`config.mk`:
```
export PLATFORM = sky130hd
export DESIGN_NAME = ptmt_cell
export DESIGN_NICKNAME = d
export VERILOG_FILES = /design/src/rtl/core/ptmt_pkg.sv /design/src/rtl/core/ptmt_cell.sv
export SDC_FILE = /design/constraint.sdc
export NUM_CORES = 1
export LEC_CHECK = 0
export ABC_AREA = 1
export ABC_CLOCK_PERIOD_IN_PS = 12400
export BUFFER_PORTS_ARGS = -buffer_cell sky130_fd_sc_hd__buf_2
export CORE_AREA = 2 2 154 156
export CTS_BUF_LIST = sky130_fd_sc_hd__clkbuf_4
export DETAILED_ROUTE_END_ITERATION = 8
export DIE_AREA = 0 0 156 158
export PLACE_DENSITY = 0.72
export SYNTH_ARGS = -nofsm -noshare
export SYNTH_HDL_FRONTEND = slang
export SYNTH_SLANG_ARGS = --single-unit
```
`constraint.sdc`:
```
create_clock -name clk -period 12.4 [get_ports clk]
set_clock_uncertainty 0.15 [all_clocks]
set_input_delay 1.24 -clock clk [delete_from_list [all_inputs] [get_ports clk]]
set_output_delay 1.24 -clock clk [all_outputs]
set_load 0.005 [all_outputs]
```
`src/rtl/core/ptmt_pkg.sv`:
```
// ptmt_pkg: shared types, request codes and tag compare functions for the
// pending tag minimum tracker. no dependencies.
`timescale 1ns / 1ps

package ptmt_pkg;

  localparam int CAPACITY_DEF = 64;
  localparam int TIME_W       = 64;
  localparam int MICRO_W      = 32;

  localparam logic [TIME_W-1:0]  FOREVER_TIME  = {1'b0, {(TIME_W-1){1'b1}}};
  localparam logic [MICRO_W-1:0] FOREVER_MICRO = {MICRO_W{1'b1}};

  typedef enum logic [1:0] {
    REQ_ADD   = 2'd0,
    REQ_PURGE = 2'd1,
    REQ_QUERY = 2'd2
  } req_type_t;

  typedef enum logic [1:0] {
    CELL_HOLD,
    CELL_INSERT,
    CELL_SHIFT
  } cell_op_t;

  typedef enum logic [1:0] {
    ST_IDLE,
    ST_ADD,
    ST_PURGE,
    ST_DONE
  } state_t;

  typedef struct packed {
    logic                      valid;
    logic signed [TIME_W-1:0]  tm;
    logic [MICRO_W-1:0]        ms;
  } entry_t;

  // strict order: a before b
  function automatic logic tag_lt(input logic signed [TIME_W-1:0] a_tm,
                                  input logic [MICRO_W-1:0] a_ms,
                                  input logic signed [TIME_W-1:0] b_tm,
                                  input logic [MICRO_W-1:0] b_ms);
    logic res;
    if (a_tm != b_tm) begin
      res = ($signed(a_tm) < $signed(b_tm));
    end else begin
      res = (a_ms < b_ms);
    end
    return res;
  endfunction

  function automatic logic tag_le(input logic signed [TIME_W-1:0] a_tm,
                                  input logic [MICRO_W-1:0] a_ms,
                                  input logic signed [TIME_W-1:0] b_tm,
                                  input logic [MICRO_W-1:0] b_ms);
    return !tag_lt(b_tm, b_ms, a_tm, a_ms);
  endfunction

endpackage

```
`src/rtl/core/ptmt_cell.sv`:
```
// ptmt_cell: one slot of the sorted tag chain.
// depends on ptmt_pkg for the entry type, cell ops and tag compare.
`timescale 1ns / 1ps

module ptmt_cell (
  input  logic                              clk,
  input  logic                              rst_n,
  input  ptmt_pkg::cell_op_t                op,
  input  logic signed [ptmt_pkg::TIME_W-1:0] new_tm,
  input  logic [ptmt_pkg::MICRO_W-1:0]      new_ms,
  input  ptmt_pkg::entry_t                  left_ent,
  input  logic                              left_gt,
  input  ptmt_pkg::entry_t                  right_ent,
  output ptmt_pkg::entry_t                  ent,
  output logic                              gt
);

  logic                               valid_r, valid_nxt;
  logic signed [ptmt_pkg::TIME_W-1:0] tm_r, tm_nxt;
  logic [ptmt_pkg::MICRO_W-1:0]       ms_r, ms_nxt;

  // new tag goes at or before this slot
  assign gt = !valid_r || ptmt_pkg::tag_lt(new_tm, new_ms, tm_r, ms_r);

  assign ent.valid = valid_r;
  assign ent.tm    = tm_r;
  assign ent.ms    = ms_r;

  always_comb begin
    valid_nxt = valid_r;
    tm_nxt    = tm_r;
    ms_nxt    = ms_r;
    case (op)
      ptmt_pkg::CELL_INSERT: begin
        if (gt && left_gt) begin
          valid_nxt = left_ent.valid;
          tm_nxt    = left_ent.tm;
          ms_nxt    = left_ent.ms;
        end else if (gt) begin
          valid_nxt = 1'b1;
          tm_nxt    = new_tm;
          ms_nxt    = new_ms;
        end
      end
      ptmt_pkg::CELL_SHIFT: begin
        valid_nxt = right_ent.valid;
        tm_nxt    = right_ent.tm;
        ms_nxt    = right_ent.ms;
      end
      default: begin
        valid_nxt = valid_r;
      end
    endcase
  end

  always_ff @(posedge clk) begin
    if (!rst_n) begin
      valid_r <= 1'b0;
    end else begin
      valid_r <= valid_nxt;
    end
  end

  always_ff @(posedge clk) begin
    tm_r <= tm_nxt;
    ms_r <= ms_nxt;
  end

endmodule

```
Word level (Yosys, flattened, before mapping)
Index checks and enable logic that the tools add are counted.
{"block": "op_classes", "eq_ne": 4, "n_reduce_logical": 5, "n_lt_le_gt_ge": 2, "muxes": 10}
{"operator": "$mux 64", "count": 2}
{"operator": "$pmux 64 s2", "count": 1}
{"operator": "$lt 64x64->1", "count": 1}
{"operator": "$mux 32", "count": 2}
{"operator": "$ne 64x64->1", "count": 1}
{"operator": "$pmux 32 s2", "count": 1}
{"operator": "$lt 32x32->1", "count": 1}
{"operator": "$mux 1", "count": 3}
{"operator": "$ne 3x3->1 const B", "count": 1}
{"operator": "$eq 2x1->1 const B", "count": 1}
{"operator": "$eq 2x2->1 const B", "count": 1}
{"operator": "$pmux 1 s2", "count": 1}
{"operator": "$reduce_and 2->1", "count": 1}
{"operator": "$reduce_bool 2->1", "count": 1}
{"operator": "$logic_and 1x1->1", "count": 1}
{"operator": "$logic_not 1->1", "count": 1}
{"operator": "$logic_or 1x1->1", "count": 1}
{"block": "word_totals", "wordCells": 24, "register_bits": 97}

Longest topological paths before layout
{"block": "depth", "ltp_word": 6, "mapped_depth": 24}

Worst setup path before layout
OpenSTA, ideal clock, no wires.
{"block": "synth_timing", "path_kind": "input to register", "startpoint": "input port new_tm[47] (netlist bit)", "endpoint": "register ms_r[0] (netlist bit) (enable)", "slack_ns": 7.199, "n_path_buf": 2, "arrival_time_ns": 4.602, "path_stages": 13, "setup_time_ns": 0.450, "cell_sequence": "ha_1 nand2_1 nor3_1 nand2_1 nor3_2 nand3_1 nor2_1 a21oi_1 nand2_1 buf_6 buf_6 a21oi_1 inv_1"}
{"block": "synth_between", "elab_chain_len": 6}
{"item": "start, declared", "line_no": "ptmt_cell.sv:9", "rtl": "input logic signed [ptmt_pkg::TIME_W-1:0] new_tm,"}
{"item": "$lt 64x64->1 or $ne 64x64->1 (tied branches)", "line_no": "ptmt_pkg.sv:46, ptmt_pkg.sv:45"}
{"item": "$mux 1 (*)", "line_no": "ptmt_pkg.sv:45", "rtl": "if (a_tm != b_tm) begin"}
{"item": "$logic_or 1x1->1 (*)", "line_no": "ptmt_cell.sv:23", "rtl": "assign gt = !valid_r || ptmt_pkg::tag_lt(new_tm, new_ms, tm_r, ms_r);"}
{"item": "$logic_and 1x1->1", "line_no": "ptmt_cell.sv:35", "rtl": "if (gt && left_gt) begin"}
{"item": "$ne 3x3->1 (no source line) (*)"}
{"item": "$reduce_and 2->1 (no source line) (*)"}
{"item": "end signal, assigned", "line_no": "ptmt_cell.sv:66", "rtl": "ms_r <= ms_nxt;"}
{"item": "end, declared", "line_no": "ptmt_cell.sv:20", "rtl": "logic [ptmt_pkg::MICRO_W-1:0] ms_r, ms_nxt;"}
Mark *: on every way between the ends. The rest lies on a longest branch, timed or not.
A chain may end at the register's enable or synchronous reset.

Final worst setup path
{"block": "layout_timing", "startpoint": "input port new_tm[47] (netlist bit)", "endpoint": "output port gt"}
{"block": "layout_between", "elab_chain_len": 3}
{"item": "$lt 64x64->1 or $ne 64x64->1 (tied branches)", "line_no": "ptmt_pkg.sv:46, ptmt_pkg.sv:45"}
{"item": "$mux 1 (*)", "line_no": "ptmt_pkg.sv:45"}
{"item": "$logic_or 1x1->1 (*)", "line_no": "ptmt_cell.sv:23"}
{"item": "end, declared", "line_no": "ptmt_cell.sv:15", "rtl": "output logic gt"}
Marks and branches as above.

==> key figures <==
Global route
  – First-pass GRT wire length: 42,800 um
  – Largest net degree at the start of global routing: 99
  – Initial antenna violation count: 2
  – Vias in the first global route: 8,410
  – GRT overflow: 0
  – Total GRT Usage: 22.1%

Critical path
  – CP required: 11.01 ns
  – CP peak stage delay: 0.42 ns
  – CP max-delay cell: nor3_1
  – Critical-path maximum fanout: 37
  – Crit path cell chain: buf_2 -> ha_1 -> nand2_1 -> nor3_1 -> nand2_1 -> nor3_2 -> nand3_1 -> nor2_1 -> a21oi_1 -> nand2_4 -> buf_2
  – Startpoint type of the worst setup path: primary input
  – CP Capture Type: output port
  – CP arrival: 3.43 ns
  – Critical path class: primary input to output port

Floorplanning
  – Core region area: 0.0231 sq mm
  – # rows: 56
  – Die H: 158 um
  – Die area: 0.0246 sq mm
  – DIE WIDTH: 156 um
  – Starting Density: 36.5%
  – I/O pin count: 393

CTS
  – H-tree Lvls: 3
  – Reg clk slew, reported paths: 0.16 ns
  – CTS Root Cell: clkbuf_4
  – Clk buf depth: 2
  – Post-CTS sizing: 0
  – CTS buffer count: 9
  – Hold buffers post-CTS: 0
  – CTS tree: built
  – Clock Sinks: 97
  – Clock latency at the later pin of the worst-skew pair: 0.48 ns
  – Setup bufs post-CTS: 0

Outcome
  – Run status: completed

STA
  – Final min period: 4.82 ns
  – Hold slack final: 0.502 ns
  – RSZ-0062 raised after global routing: false
  – Final Setup Violations: 0
  – Least-Margin Pin Slew: 1.22 ns
  – Final worst slack: 7.58 ns
  – Slew headroom: 18.6%
  – Final hold viol count: 0
  – Slew Viols, Final: 0
  – F_max: 0.207 GHz
  – Final period utilization: 38.9%
  – Fin Setup TNS: 0 ns

Yosys
  – Syn_area_per_cell: 7.35 sq um
  – Yosys cell types: 29
  – Post-Syn Area: 0.00841 sq mm
  – Synth warn: 0
  – Synth Area in XOR/XNOR: 0%
  – Cells after Synth: 1,144
  – Proportion of synthesized area in mux cells: 0%
  – Synth top area cells: edfxtp_1 34%, nand2_1 16%, ha_1 14%, inv_1 9.5%, nand3b_1 8.6%
  – Main combinational cell family by area after synthesis: simple AND/OR/NAND/NOR gates
  – Synth Area in Compound Gates: 4.55%
  – Yosys top cell by area: edfxtp_1
  – #FFs+latches synth: 97
  – Post-Synth Simple-Gate Area: 34.0%
  – Synth top area share: 34.3%
  – Syn_nets: 1,534
  – Adder-cell share of the synthesized area: 14.1%
  – Sequential-to-total area share from yosys stat: 34.5%

Pwr
  – Logic pwr share: 34.6%
  – Sequential Power Share: 44.3%
  – Internal power: 0.628 mW
  – Leakage: 6.10 nW
  – Switching power of the nets: 0.332 mW
  – Cell Pwr Density: 89.8 mW/mm^2
  – Switching Share: 34.6%
  – Max VDD drop: 64.3 uV
  – Clock Power Share: 21.1%

Job
  – Max_cap viols: 0

Detailed routing
  – Post-Route WL: 28,500 um
  – DRC viols: 0
  – First-pass iteration count of the detailed router: 8
  – Drt wl/cell: 15.9 um
  – Number of DRC markers in iteration 0: 561
  – Via count: 8,834
  – Via density per instance: 4.92
  – Final ANT Viol Nets: 0

Final layout
  – Synth-to-layout area growth: 27.1%
  – Share of post-route cells with drive strength above 1: 27.9%
  – Nets: 1,888

Placed design
  – Place WS: 7.10 ns
  – Placer Congestion: 0.934
  – Post-DP HPWL: 21,200 um
  – PortBufs: 392

Hold path
  – Min-Delay Path Class: register to register
==> power groups by stage <==
stage	Combinational [mW]	Clock, mW	Sequential [mW]
after floorplan	0.189	0	0.435
after global placement	0.325	0	0.432
after detailed placement	0.334	0	0.433
after CTS	0.335	0.210	0.425
after global routing	0.377	0.222	0.429
final	0.332	0.203	0.425
==> sequential cells by signal (all words and copies together), names as in the netlist <==
register,cells
valid_r,1
tm_r,64
ms_r,32
==> cells in the mapped netlist, drive strengths merged <==
| cell type | count |
|---|---|
| and3 | 1 |
| o21ai | 14 |
| dfxtp | 1 |
| nand3b | 96 |
| nand3 | 108 |
| a21o | 2 |
| ha | 95 |
| a211oi | 2 |
| nand2 | 369 |
| and2 | 1 |
| nor3 | 5 |
| o21a | 4 |
| o21bai | 1 |
| clkbuf | 26 |
| nor4 | 1 |
| nor2 | 22 |
| inv | 214 |
| nand4 | 10 |
| a21oi | 49 |
| buf | 27 |
| edfxtp | 96 |
==> metal layers <==
layer | GRT usage (%) | wire length, um | part of all wire (%)
met5 | 0 | 18 | 0.063
met4 | 7.30 | 688 | 2.4
met3 | 4.38 | 1960 | 6.9
met2 | 38.3 | 13900 | 49
met1 | 27.7 | 11900 | 42
==> cell usage in the layout (no fill, tap or decap), types with 14 or more instances in the layout <==
cell,netlist,final
a21oi_1,49,49
buf_2,14,391
edfxtp_1,96,96
ha_1,95,95
inv_1,213,212
nand2_1,368,366
nand3_1,107,107
nand3b_1,96,96
nor2_1,21,21
o21ai_0,14,14
==> path summary, 6_finish.rpt <==
check | from | to | slack [ns] | cells past startpoint
max | new_tm[47] | gt | 7.58 | 11
min | valid_r | valid_r | 0.50 | 4
max reg2reg | tm_r[63] | tm_r[52] | 8.10 | 13
min reg2reg | valid_r | valid_r | 0.50 | 4
==> metrics by stage <==
| step | total power, mW | cells | utilization, % | instance area (sq um) |
|---|---|---|---|---|
| floorplan | 0.624 | 1144 | - | 8410 |
| global placement | 0.757 | 1777 | 45.6 | 10500 |
| detailed placement | 0.766 | 1777 | 45.6 | 10500 |
| CTS | 0.970 | 1793 | 46.3 | 10700 |
| global route | 1.03 | 1794 | 46.3 | 10700 |
| finish | 0.959 | 1795 | 46.3 | 10700 |
==> kinds of logic after synthesis <==
family                     after synthesis
and+or+nand+nor                        613
buffers and inverters                  267
DFF                                     97
adders and majority gates               95
AOI/OAI and AO/OA                       72
==> final cells by class <==
type,count,area [sq um]
Fill cell,2322,12400
Timing Repair Buffer,396,1990
Clock inverter,7,93.8
Antenna cell,2,5.00
Multi-Input combinational cell,780,4450
Sequential cell,97,2900
Tap cell,290,363
Clock buffer,9,67.6
Inverter,214,807
==> worst max-delay path: cells and delay by family <==
kind	cells	cell delay [ns]
and+or+nand+nor	7	1.44
buffers and inverters	2	0.32
adders and majority gates	1	0.29
AOI/OAI and AO/OA	1	0.10
Note: power is estimated with default switching activity, not from simulation.
